**config.mk**
```make
export PLATFORM = sky130hd
export DESIGN_NAME = mrd_ctrl
export DESIGN_NICKNAME = d
export VERILOG_FILES = /design/src/hdl/mrd_pkg.sv /design/src/hdl/mrd_ctrl.sv
export SDC_FILE = /design/constraint.sdc
export NUM_CORES = 1
export LEC_CHECK = 0
export BUFFER_PORTS_ARGS = -buffer_cell sky130_fd_sc_hd__buf_2
export CAP_MARGIN = 25
export CORE_MARGIN = 1.5
export CORE_UTILIZATION = 50
export DETAILED_ROUTE_END_ITERATION = 7
export HOLD_SLACK_MARGIN = 0.1
export PLACE_DENSITY_LB_ADDON = 0.1
export SYNTH_ARGS = -nofsm -noshare
export SYNTH_HDL_FRONTEND = slang
export SYNTH_SLANG_ARGS = --single-unit
export TNS_END_PERCENT = 5
```
**constraint.sdc**
```tcl
create_clock -name i_clk -period 10.14 [get_ports i_clk]
set_input_delay 0.507 -clock i_clk [delete_from_list [all_inputs] [get_ports i_clk]]
set_output_delay 0.507 -clock i_clk [all_outputs]
set_load 0.005 [all_outputs]
```
**src/hdl/mrd_pkg.sv**
```systemverilog
// ----------------------------------------------------------------------------
// mrd_pkg
// Shared constants, codes and request types of the reuse distance profiler.
// ----------------------------------------------------------------------------
package mrd_pkg;

    // Sizes
    localparam int TRACKED_WORDS = 65536;
    localparam int BINS          = 1024;
    localparam int COARSE_SHIFT  = 10;
    localparam int WORD_W        = $clog2(TRACKED_WORDS);
    localparam int BIN_W         = $clog2(BINS);
    localparam int STAMP_W       = 32;
    localparam int CNT_W         = 32;
    localparam int TAB_W         = 2;
    localparam int NUM_EXACT     = 3;
    localparam int HIST_DEPTH    = NUM_EXACT * BINS;
    localparam int HIST_AW       = $clog2(HIST_DEPTH);
    localparam int IN_W          = 72;
    localparam int OUT_W         = 160;

    // Operation codes
    localparam logic [1:0] FUNC_READ   = 2'd0;
    localparam logic [1:0] FUNC_WRITE  = 2'd1;
    localparam logic [1:0] FUNC_FINISH = 2'd2;
    localparam logic [1:0] FUNC_BINRD  = 2'd3;

    // Histogram tables (exact ones; coarse partner is table + TAB_COARSE)
    localparam logic [TAB_W-1:0] TAB_RINT   = 2'd0;
    localparam logic [TAB_W-1:0] TAB_LIFE   = 2'd1;
    localparam logic [TAB_W-1:0] TAB_USE    = 2'd2;
    localparam logic [2:0]       TAB_COARSE = 3'd3;
    localparam logic [2:0]       TAB_COUNT  = 3'd6;

    typedef enum logic [3:0] {
        ST_CLEAR,
        ST_IDLE,
        ST_STAMP,
        ST_PICK,
        ST_BIN,
        ST_UPD,
        ST_FIN_ADDR,
        ST_FIN_EVAL,
        ST_FIN_NEXT,
        ST_BINREAD,
        ST_DONE
    } t_state;

    typedef struct packed {
        logic                 we;
        logic [WORD_W-1:0]    waddr;
        logic [2*STAMP_W-1:0] wdata;
        logic [WORD_W-1:0]    raddr;
    } t_stamp_req;

    typedef struct packed {
        logic               we;
        logic [HIST_AW-1:0] waddr;
        logic [CNT_W-1:0]   wdata;
        logic [HIST_AW-1:0] raddr;
    } t_hist_req;

endpackage

```
**src/hdl/mrd_ctrl.sv**
```systemverilog
// ----------------------------------------------------------------------------
// mrd_ctrl
// Sequencer of the profiler: stamp read-modify-write, histogram updates,
// finish sweep, bin readback and clearing pass after reset.
// ----------------------------------------------------------------------------
module mrd_ctrl (
    input  logic                          i_clk,
    input  logic                          i_rst_n,
    input  logic                          i_s_tvalid,
    output logic                          o_s_tready,
    input  logic [mrd_pkg::IN_W-1:0]      i_s_tdata,
    output logic                          o_m_tvalid,
    input  logic                          i_m_tready,
    output logic [mrd_pkg::OUT_W-1:0]     o_m_tdata,
    output mrd_pkg::t_stamp_req           o_stamp_req,
    input  logic [2*mrd_pkg::STAMP_W-1:0] i_stamp_rdata,
    output mrd_pkg::t_hist_req            o_fine_req,
    input  logic [mrd_pkg::CNT_W-1:0]     i_fine_rdata,
    output mrd_pkg::t_hist_req            o_coarse_req,
    input  logic [mrd_pkg::CNT_W-1:0]     i_coarse_rdata
);
    import mrd_pkg::*;

    t_state r_state, n_state;
    logic [1:0]          r_func, n_func;
    logic [STAMP_W-1:0]  r_now, n_now;
    logic                r_sel, n_sel;
    logic [WORD_W-1:0]   r_word, n_word;
    logic [2:0]          r_tsel, n_tsel;
    logic [9:0]          r_bidx, n_bidx;
    logic [WORD_W-1:0]   r_idx, n_idx;
    logic                r_pass, n_pass;
    logic [STAMP_W-1:0]  r_dr, n_dr;
    logic [STAMP_W-1:0]  r_dw, n_dw;
    logic [STAMP_W-1:0]  r_life, n_life;
    logic [STAMP_W-1:0]  r_dist, n_dist;
    logic [TAB_W-1:0]    r_tab, n_tab;
    logic [HIST_AW-1:0]  r_faddr, n_faddr;
    logic [HIST_AW-1:0]  r_caddr, n_caddr;
    logic [CNT_W-1:0]    r_bin, n_bin;
    logic [CNT_W-1:0]    r_rd_tot, n_rd_tot;
    logic [CNT_W-1:0]    r_rd_new, n_rd_new;
    logic [CNT_W-1:0]    r_wr_tot, n_wr_tot;
    logic [CNT_W-1:0]    r_wr_new, n_wr_new;
    logic                r_ovalid, n_ovalid;
    logic [OUT_W-1:0]    r_odata, n_odata;

    // input fields
    logic [1:0]         in_func;
    logic [STAMP_W-1:0] in_now;
    logic               in_sel;
    logic [17:0]        in_addr;
    logic [2:0]         in_tsel;
    logic [9:0]         in_bidx;
    logic [2:0]         in_ctsel;

    // stamp data
    logic [STAMP_W-1:0] rd_stamp, wr_stamp;
    logic [STAMP_W-1:0] coarse_d;
    logic [BIN_W-1:0]   fine_bin, coarse_bin;

    assign in_func  = i_s_tdata[1:0];
    assign in_now   = i_s_tdata[33:2];
    assign in_sel   = i_s_tdata[34];
    assign in_addr  = i_s_tdata[52:35];
    assign in_tsel  = i_s_tdata[55:53];
    assign in_bidx  = i_s_tdata[65:56];
    assign in_ctsel = in_tsel - TAB_COARSE;

    assign rd_stamp = i_stamp_rdata[STAMP_W-1:0];
    assign wr_stamp = i_stamp_rdata[2*STAMP_W-1:STAMP_W];

    // saturated bin indexes of the current distance
    assign coarse_d   = r_dist >> COARSE_SHIFT;
    assign fine_bin   = (r_dist >= STAMP_W'(BINS)) ? BIN_W'(BINS - 1) : r_dist[BIN_W-1:0];
    assign coarse_bin = (coarse_d >= STAMP_W'(BINS)) ? BIN_W'(BINS - 1)
                                                     : coarse_d[BIN_W-1:0];

    assign o_s_tready = (r_state == ST_IDLE);
    assign o_m_tvalid = r_ovalid;
    assign o_m_tdata  = r_odata;

    // state and datapath registers
    always_ff @(posedge i_clk) begin
        if (!i_rst_n) begin
            r_state  <= ST_CLEAR;
            r_idx    <= '0;
            r_ovalid <= 1'b0;
            r_rd_tot <= '0;
            r_rd_new <= '0;
            r_wr_tot <= '0;
            r_wr_new <= '0;
            r_pass   <= 1'b0;
        end else begin
            r_state  <= n_state;
            r_idx    <= n_idx;
            r_ovalid <= n_ovalid;
            r_rd_tot <= n_rd_tot;
            r_rd_new <= n_rd_new;
            r_wr_tot <= n_wr_tot;
            r_wr_new <= n_wr_new;
            r_pass   <= n_pass;
        end
        r_func  <= n_func;
        r_now   <= n_now;
        r_sel   <= n_sel;
        r_word  <= n_word;
        r_tsel  <= n_tsel;
        r_bidx  <= n_bidx;
        r_dr    <= n_dr;
        r_dw    <= n_dw;
        r_life  <= n_life;
        r_dist  <= n_dist;
        r_tab   <= n_tab;
        r_faddr <= n_faddr;
        r_caddr <= n_caddr;
        r_bin   <= n_bin;
        r_odata <= n_odata;
    end

    // sequencer
    always_comb begin
        n_state  = r_state;
        n_func   = r_func;
        n_now    = r_now;
        n_sel    = r_sel;
        n_word   = r_word;
        n_tsel   = r_tsel;
        n_bidx   = r_bidx;
        n_idx    = r_idx;
        n_pass   = r_pass;
        n_dr     = r_dr;
        n_dw     = r_dw;
        n_life   = r_life;
        n_dist   = r_dist;
        n_tab    = r_tab;
        n_faddr  = r_faddr;
        n_caddr  = r_caddr;
        n_bin    = r_bin;
        n_rd_tot = r_rd_tot;
        n_rd_new = r_rd_new;
        n_wr_tot = r_wr_tot;
        n_wr_new = r_wr_new;
        n_odata  = r_odata;
        n_ovalid = r_ovalid && !i_m_tready;

        o_stamp_req.we     = 1'b0;
        o_stamp_req.waddr  = r_word;
        o_stamp_req.wdata  = {wr_stamp, r_now};
        o_stamp_req.raddr  = r_word;
        o_fine_req.we      = 1'b0;
        o_fine_req.waddr   = r_faddr;
        o_fine_req.wdata   = i_fine_rdata + CNT_W'(1);
        o_fine_req.raddr   = r_faddr;
        o_coarse_req.we    = 1'b0;
        o_coarse_req.waddr = r_caddr;
        o_coarse_req.wdata = i_coarse_rdata + CNT_W'(1);
        o_coarse_req.raddr = r_caddr;

        unique case (r_state)
            // zero every stamp and bin, one entry per cycle
            ST_CLEAR: begin
                o_stamp_req.we     = 1'b1;
                o_stamp_req.waddr  = r_idx;
                o_stamp_req.wdata  = '0;
                o_fine_req.we      = (32'(r_idx) < 32'(HIST_DEPTH));
                o_fine_req.waddr   = r_idx[HIST_AW-1:0];
                o_fine_req.wdata   = '0;
                o_coarse_req.we    = (32'(r_idx) < 32'(HIST_DEPTH));
                o_coarse_req.waddr = r_idx[HIST_AW-1:0];
                o_coarse_req.wdata = '0;
                if (r_idx == WORD_W'(TRACKED_WORDS - 1)) begin
                    n_idx   = '0;
                    n_state = ST_IDLE;
                end else begin
                    n_idx = r_idx + WORD_W'(1);
                end
            end
            // take a word, start the stamp or bin read
            ST_IDLE: begin
                o_stamp_req.raddr  = WORD_W'(in_addr >> 2);
                o_fine_req.raddr   = {in_tsel[TAB_W-1:0], BIN_W'(in_bidx)};
                o_coarse_req.raddr = {in_ctsel[TAB_W-1:0], BIN_W'(in_bidx)};
                if (i_s_tvalid) begin
                    n_func = in_func;
                    n_now  = in_now;
                    n_sel  = in_sel;
                    n_word = WORD_W'(in_addr >> 2);
                    n_tsel = in_tsel;
                    n_bidx = in_bidx;
                    n_bin  = '0;
                    n_pass = 1'b0;
                    unique case (in_func)
                        FUNC_READ, FUNC_WRITE: n_state = ST_STAMP;
                        FUNC_FINISH: begin
                            n_idx   = '0;
                            n_state = in_sel ? ST_FIN_ADDR : ST_DONE;
                        end
                        default: n_state = ST_BINREAD;
                    endcase
                end
            end
            // stamps available: write back, count, take distances
            ST_STAMP: begin
                o_stamp_req.we = 1'b1;
                n_dr = r_now - rd_stamp;
                n_dw = r_now - wr_stamp;
                n_life = (rd_stamp > wr_stamp) ? rd_stamp - wr_stamp : '0;
                n_state = ST_DONE;
                if (r_func == FUNC_READ) begin
                    o_stamp_req.wdata = {wr_stamp, r_now};
                    if (r_sel) begin
                        n_rd_tot = r_rd_tot + CNT_W'(1);
                        if (rd_stamp == '0) begin
                            n_rd_new = r_rd_new + CNT_W'(1);
                        end
                        n_state = ST_PICK;
                    end
                end else begin
                    o_stamp_req.wdata = {r_now, rd_stamp};
                    if (r_sel) begin
                        n_wr_tot = r_wr_tot + CNT_W'(1);
                        if (wr_stamp != '0) begin
                            n_state = ST_PICK;
                        end else begin
                            n_wr_new = r_wr_new + CNT_W'(1);
                        end
                    end
                end
            end
            // choose the distance and table of this pass
            ST_PICK: begin
                if (r_func == FUNC_READ) begin
                    if (!r_pass) begin
                        n_dist = (r_dr < r_dw) ? r_dr : r_dw;
                        n_tab  = TAB_RINT;
                    end else begin
                        n_dist = r_dw;
                        n_tab  = TAB_USE;
                    end
                end else begin
                    n_dist = r_life;
                    n_tab  = TAB_LIFE;
                end
                n_state = ST_BIN;
            end
            // read both bins
            ST_BIN: begin
                n_faddr            = {r_tab, fine_bin};
                n_caddr            = {r_tab, coarse_bin};
                o_fine_req.raddr   = {r_tab, fine_bin};
                o_coarse_req.raddr = {r_tab, coarse_bin};
                n_state            = ST_UPD;
            end
            // increment both bins
            ST_UPD: begin
                o_fine_req.we   = 1'b1;
                o_coarse_req.we = 1'b1;
                if (r_func == FUNC_READ && !r_pass) begin
                    n_pass  = 1'b1;
                    n_state = ST_PICK;
                end else if (r_func == FUNC_FINISH) begin
                    n_state = ST_FIN_NEXT;
                end else begin
                    n_state = ST_DONE;
                end
            end
            // finish sweep over all words
            ST_FIN_ADDR: begin
                o_stamp_req.raddr = r_idx;
                n_state           = ST_FIN_EVAL;
            end
            ST_FIN_EVAL: begin
                n_life = rd_stamp - wr_stamp;
                if (wr_stamp != '0 && rd_stamp > wr_stamp) begin
                    n_state = ST_PICK;
                end else begin
                    n_state = ST_FIN_NEXT;
                end
            end
            ST_FIN_NEXT: begin
                if (r_idx == WORD_W'(TRACKED_WORDS - 1)) begin
                    n_state = ST_DONE;
                end else begin
                    n_idx   = r_idx + WORD_W'(1);
                    n_state = ST_FIN_ADDR;
                end
            end
            // bin data available
            ST_BINREAD: begin
                if (r_tsel < TAB_COUNT && 32'(r_bidx) < 32'(BINS)) begin
                    n_bin = (r_tsel < TAB_COARSE) ? i_fine_rdata : i_coarse_rdata;
                end
                n_state = ST_DONE;
            end
            // hand the result to the output register
            ST_DONE: begin
                if (!r_ovalid || i_m_tready) begin
                    n_odata  = {r_wr_new, r_wr_tot, r_rd_new, r_rd_tot, r_bin};
                    n_ovalid = 1'b1;
                    n_state  = ST_IDLE;
                end
            end
            default: n_state = ST_IDLE;
        endcase
    end

endmodule

```
==> results of run 1 <==
## logic make-up (layout without fill, tap and decap cells)
kind of cell               Yosys count  in the layout  share of synthesized area [%]
and+or+nand+nor                   1139           1139                           19.2
AOI/OAI and AO/OA                  537            537                           12.1
buffers and inverters              226            882                           2.95
adders and majority gates          135            135                           5.84
muxes                               41             41                           1.41
other                                0              4                              0
xor gates and xnor gates           251            251                           7.50
DFF                                548            548                           51.0
## per-layer routing
layer | share of wire [%] | vias up | routed length (um) | global-route usage (%)
met4 | 2.3 | 0 | 1960 | 7.37
met3 | 6.2 | 121 | 5380 | 3.63
met1 | 43 | 11400 | 37300 | 36.9
met2 | 48 | 879 | 41800 | 48.2
met5 | 0 | - | 0 | 0
li1 | - | 11600 | - | -
## worst max path at each step
| stage | slack (ns) | cells past startpoint | from | endpoint |
|---|---|---|---|---|
| after floorplan | 1.61 | 3 | r_state[3] | o_m_tdata[0] |
| after CTS | 5.96 | 11 | r_state[1] | r_wr_new[31] |
| after detailed placement | 5.78 | 12 | i_stamp_rdata[63] | r_life[5] |
| after global placement | 5.81 | 12 | i_stamp_rdata[63] | r_life[5] |
| final | 6.05 | 11 | r_state[1] | r_wr_new[31] |
| after global routing | 5.73 | 11 | r_state[1] | r_wr_new[31] |
## layout make-up
cell class,instances,area [um^2]
sequential,548,15000
tap,765,957
antenna,4,10.0
clock inverter,37,543
clock buffer,71,1560
multi-input combinational,2103,13600
timing repair buffer,642,3590
inverter,132,495
fill,4893,22100
## state kept, by name (all words and copies together) (netlist names), 4 cells and up
name,flops
o_m_tdata,160
r_bin,32
r_caddr,10
r_dist,32
r_dr,32
r_dw,32
r_faddr,12
r_idx,16
r_life,32
r_now,32
r_rd_new,32
r_rd_tot,32
r_state,4
r_word,16
r_wr_new,32
r_wr_tot,32
## power by group
| part | leakage (nW) | total [W] | switching, W | internal (W) |
|---|---|---|---|---|
| Clock | 1.03 | 0.00229 | 0.000909 | 0.00138 |
| Combinational | 9.35 | 0.000881 | 0.000533 | 0.000347 |
| Sequential | 5.03 | 0.00245 | 0.0000222 | 0.00243 |
| Total | 15.4 | 0.00563 | 0.00146 | 0.00416 |
## critical path, stage by stage, from the launching register on
cell and delay, ns:
dfxtp_1 0.67, or4b_1 0.68, inv_2 0.15, buf_4 0.67, nand3_4 0.20, nor4_4 0.40, nand4_1 0.19, nor2_2 0.37
nand2_1 0.19, nor3_1 0.23, xor2_1 0.10, and2_1 0.16
## placed cells by master (no fill, tap or decap), types with 14 or more instances in the layout
cell type        n
clkbuf_16       59
nand4_1         46
nor2b_1         31
a21boi_0        22
o21a_1          19
and4_1          21
a21oi_1        136
inv_1          128
nand2b_1        25
or2_2           22
edfxtp_1       398
o21ai_0        120
dfxtp_1        150
buf_2          568
a22o_1          65
nand2_1        419
or3_1           34
buf_4           17
nor2_1         182
nand3_1         95
dlygate4sd3_1   53
and3_1          48
xor2_1          99
a22oi_1         37
ha_1           132
a21o_1          51
clkinv_2        14
and2_1         110
nor4_1          26
mux2i_1         39
nor3_1          36
xnor2_1        152
## metrics by stage
stage,area [um^2],util [%]
after floorplan,29300,-
after global placement,33000,57.0
after detailed placement,33000,57.0
after CTS,35600,61.6
after global routing,35700,61.7
final,35700,61.7
## synth_stat cells (all sizes together) (65+ instances only)
| library cell | n | area, um^2 |
|---|---|---|
| nand2 | 420 | 1580 |
| nor2 | 188 | 726 |
| dfxtp | 150 | 3000 |
| inv | 132 | 495 |
| o21ai | 121 | 606 |
| nand3 | 99 | 531 |
| ha | 132 | 1650 |
| and2 | 112 | 703 |
| a22o | 65 | 569 |
| clkbuf | 81 | 304 |
| edfxtp | 398 | 12000 |
| xnor2 | 152 | 1330 |
| xor2 | 99 | 867 |
| a21oi | 137 | 686 |
==> flow_metrics.env, run 1 <==
export IMPL_cts_sinks=548
export IMPL_dp_slack_ns=5.78
export IMPL_rsz0062_at_grt="no"
export IMPL_ys_ff_latch=548
export IMPL_finClkSkew_ns=0.0427
export IMPL_clk_pin_slew_worst_paths_ns=0.06
export IMPL_via_per_inst=5.58
export IMPL_leakage_nw=15.4
export IMPL_grt_max_degree=161
export IMPL_cts_resized=0
export IMPL_avgSynthCellArea_um2=10.2
export IMPL_cts_tree="yes"
export IMPL_required_ns=10.68
export IMPL_fin_ws_ns=6.05
export IMPL_hold_path_class="input pin to flop"
export IMPL_overflow=0
export IMPL_syn_inst=2877
export IMPL_die_area_um2=60100
export IMPL_period_share_pct=40.4
export IMPL_yosysWarnings=0
export IMPL_ctsLongestPathBuffers=3
export IMPL_row_count=88
export IMPL_ys_async_sr_fraction_pct=0
export IMPL_place_gp_congestion=0.963
export IMPL_portBuffers=568
export IMPL_worstPathArrival_ns=4.64
export IMPL_wire_per_inst_um=20.1
export IMPL_rr_worst_depth=11
export IMPL_cts_buffers=57
export IMPL_worstMarginPinSlew_ns=0.926
export IMPL_start_util_pct=50.7
export IMPL_ys_seq_area_share_pct=51.0
export IMPL_reg2reg_slack_ns=6.05
export IMPL_status="finished clean"
export IMPL_endpoint_kind="flop"
export IMPL_ir_drop_mv=0.143
export IMPL_grt_pass1_wl_um=131000
export IMPL_antenna_found_initial=5
export IMPL_drt_total_wl_um=86400
export IMPL_first_iter_violations=1559
export IMPL_fin_tns_setup_ns=0
export IMPL_cap_violations=0
export IMPL_cp_start_kind="flop"
export IMPL_post_cts_buffers=0
export IMPL_layout_cells_non_filler=4302
export IMPL_synth_area_um2=29300
export IMPL_setup_viol=0
export IMPL_min_path_cells=1
export IMPL_max_freq_mhz=244
export IMPL_syn_num_nets=3216
export IMPL_clk_latency_ns=0.64
export IMPL_worstReg2RegEnd="r_wr_new[31]"
export IMPL_slew_viol_final=0
export IMPL_ctsHoldBuffers=53
export IMPL_drt_drc_violations_left=0
export IMPL_dp_cells=4135
export IMPL_ys_flop_type="edfxtp_1"
export IMPL_areaGrowthSynthToFinish_pct=21.6
export IMPL_nets=3823
export IMPL_max_slew_margin_rel_pct=38.0
export IMPL_coreArea_um2=57800
export IMPL_antenna_violating_nets_post_route=0
export IMPL_synth_edf_count=398
export IMPL_worst_hold_startpoint="i_s_tdata[1]"
export IMPL_die_w_um=245
export IMPL_min_period_ns=4.09
export IMPL_power_total_w=0.00563
export IMPL_dr_pass1_iters=7
export IMPL_grt_pass1_vias=22800
export IMPL_die_y_um=245
export IMPL_hpwlAfterDp_um=66400
export IMPL_ctsHtreeMaxLevel=2
export IMPL_ctsRootBufferMaster="clkbuf_16"
export IMPL_hold_end="r_func[1]"
export IMPL_fin_hold_ws_ns=0.144
export IMPL_worstSetupPathType="flop to flop"
export IMPL_drive_gt1_share_pct=21.0
export IMPL_power_density_nw_per_um2=158
export IMPL_crit_fanout=65
export IMPL_rr_startpoint="r_state[1]"
export IMPL_yosysUniqueCellTypes=86
export IMPL_track_usage_pct=27.9
export IMPL_vias=24000
export IMPL_io_pin_count=577
export IMPL_hold_violations=0
No activity file was read; power rests on OpenSTA's default activity.
==> run 2: changes to the inputs <==
==> constraint.sdc (replaced) <==
create_clock -name i_clk -period 4.2 [get_ports i_clk]
set_input_delay 0.21 -clock i_clk [delete_from_list [all_inputs] [get_ports i_clk]]
set_output_delay 0.21 -clock i_clk [all_outputs]
set_load 0.005 [all_outputs]
==> flow_metrics.env, run 2 (synthesized netlist as in run 1, its figures left out) <==
export IMPL_crit_fanout=15
export IMPL_setup_viol=0
export IMPL_max_slew_margin_rel_pct=33.6
export IMPL_hold_violations=0
export IMPL_combPwrFrac_pct=16.1
export IMPL_slew_viol_final=0
export IMPL_leakage_nw=15.8
export IMPL_drive_gt1_share_pct=20.7
export IMPL_critical_path_most_common_cell="nor3_1"
export IMPL_fin_tns_setup_ns=0
export IMPL_post_cts_buffers=0
export IMPL_worstPathArrival_ns=4.34
export IMPL_cp_slowest_cell="or4b_1"
export IMPL_die_area_um2=60100
export IMPL_ctsLongestPathBuffers=3
export IMPL_crit_cells=9
export IMPL_fill_cells=4817
export IMPL_path_delay_family="simple AND/OR/NAND/NOR gates"
export IMPL_clk_pin_slew_worst_paths_ns=0.06
export IMPL_nets=3903
export IMPL_rr_startpoint="r_state[1]"
export IMPL_reg2reg_slack_ns=0.43
export IMPL_final_common_cell="buf_2"
export IMPL_cp_endpoint="r_rd_new[29]"
export IMPL_p_sw_share_pct=26.0
export IMPL_ctsRootBufferMaster="clkbuf_16"
export IMPL_clk_latency_ns=0.65
export IMPL_p_int_w=0.00983
export IMPL_dr_pass1_iters=8
export IMPL_worstMarginPinSlew_ns=0.993
export IMPL_cp_start_kind="flop"
export IMPL_cap_violations=0
export IMPL_power_total_w=0.0133
export IMPL_cts_resized=0
export IMPL_p_sw_w=0.00346
export IMPL_vias=24400
export IMPL_hold_path_class="input pin to flop"
export IMPL_layout_common_cells="buf_2, nand2_1, edfxtp_1"
export IMPL_finalInstanceArea_um2=36300
export IMPL_coreArea_um2=57800
export IMPL_worstPathCellList="or4b_1 -> inv_2 -> nand3_4 -> nor3_1 -> nand4b_1 -> nor3_1 -> nand2_1 -> or3_1 -> a21boi_0"
export IMPL_ir_drop_mv=0.508
export IMPL_ctsHoldBuffers=123
export IMPL_via_per_inst=5.56
export IMPL_io_pin_count=577
export IMPL_antenna_violating_nets_post_route=0
export IMPL_power_density_nw_per_um2=366
export IMPL_cts_sinks=548
export IMPL_rsz0062_at_grt="no"
export IMPL_hpwlAfterDp_um=67400
export IMPL_endpoint_kind="flop"
export IMPL_p_seq_share_pct=44.5
export IMPL_status="complete, but fails checks"
export IMPL_drt_total_wl_um=87200
export IMPL_place_gp_congestion=0.938
export IMPL_largest_register_ffs=160
export IMPL_die_y_um=245
export IMPL_areaGrowthSynthToFinish_pct=23.9
export IMPL_grt_max_degree=82
export IMPL_rr_worst_depth=9
export IMPL_critical_path_max_stage_delay_ns=0.66
export IMPL_min_period_ns=3.77
export IMPL_period_share_pct=89.8
export IMPL_dp_cells=4148
export IMPL_layout_cells_non_filler=4386
export IMPL_clockPowerShare_pct=39.3
export IMPL_finClkSkew_ns=0.0351
export IMPL_crit_path_start="r_state[1]"
export IMPL_place_area_um2=33100
export IMPL_grt_pass1_vias=23300
export IMPL_cts_tree="yes"
export IMPL_overflow=0
export IMPL_die_w_um=245
export IMPL_antenna_found_initial=12
export IMPL_track_usage_pct=28.0
export IMPL_cts_buffers=55
export IMPL_grt_pass1_wl_um=131000
export IMPL_row_count=88
export IMPL_critPathBufInv=1
export IMPL_max_freq_mhz=265
export IMPL_fin_hold_ws_ns=0.145
export IMPL_worstReg2RegEnd="r_rd_new[29]"
export IMPL_start_util_pct=50.7
export IMPL_wire_per_inst_um=19.9
export IMPL_worstSetupPathType="flop to flop"
export IMPL_first_iter_violations=1776
export IMPL_drt_drc_violations_left=6
export IMPL_portBuffers=568
export IMPL_required_ns=4.77
export IMPL_violations="DRC"
export IMPL_ctsHtreeMaxLevel=2
[run 2: cell count changes in the layout (fill, tap and decap cells not counted), moves of 6 or more]
| cell | delta |
|---|---|
| clkinv_2 | -8 |
| diode_2 | +6 |
| buf_4 | +12 |
| clkbuf_8 | +10 |
| dlygate4sd3_1 | +70 |
| clkbuf_1 | +6 |
[run 2: worst reg2reg max path, stage by stage (launching register included)]
cell	delay, ns
dfxtp_1	0.65
or4b_1	0.66
inv_2	0.19
nand3_4	0.17
nor3_1	0.37
nand4b_1	0.31
nor3_1	0.64
nand2_1	0.22
or3_1	0.34
a21boi_0	0.16
[run 2: stage by stage]
| step | utilization (%) | setup WS (ns) |
|---|---|---|
| floorplan | - | 0.490 |
| global placement | 57.2 | 0.539 |
| detailed placement | 57.2 | 0.436 |
| CTS | 62.8 | 0.392 |
| global route | 62.9 | 0.166 |
| finish | 62.9 | 0.426 |
[run 2: metal layers]
layer  part of all wire [%]  track usage (%)  wire length, um
met1                     42             36.9            37100
met2                     48             47.6            41600
met3                    6.8             4.00             5940
met4                    3.0             9.08             2590
met5                  0.014                0               12
[run 2: layout make-up]
class	count	area, um^2	share of cell area (%)
Multi-Input combinational cell	2103	13600	37.3
Clock inverter	20	337	0.926
Tap cell	765	957	2.63
Clock buffer	84	1650	4.53
Sequential cell	548	15000	41.2
Inverter	132	495	1.36
Timing Repair Buffer	724	4370	12.0
Antenna cell	10	25.0	0.0689
[run 2: worst min path at each step]
stage	start	to	slack, ns	cells after the start
detailed placement	i_s_tdata[27]	r_now[25]	0.39	1
global placement	i_s_tdata[27]	r_now[25]	0.39	1
global route	i_rst_n	r_state[2]	0.18	3
floorplan	i_s_tdata[0]	r_func[0]	0.31	0
finish	i_rst_n	r_state[2]	0.15	3
CTS	i_rst_n	r_state[2]	0.12	3
[run 2: power by group through the flow]
| stage | Clock [W] | Sequential [W] | Combinational (W) |
|---|---|---|---|
| after floorplan | 0 | 0.00601 | 0.00120 |
| after global placement | 0 | 0.00603 | 0.00201 |
| after global routing | 0.00553 | 0.00592 | 0.00233 |
| final | 0.00523 | 0.00592 | 0.00214 |
| after detailed placement | 0 | 0.00604 | 0.00204 |
| after CTS | 0.00533 | 0.00592 | 0.00212 |
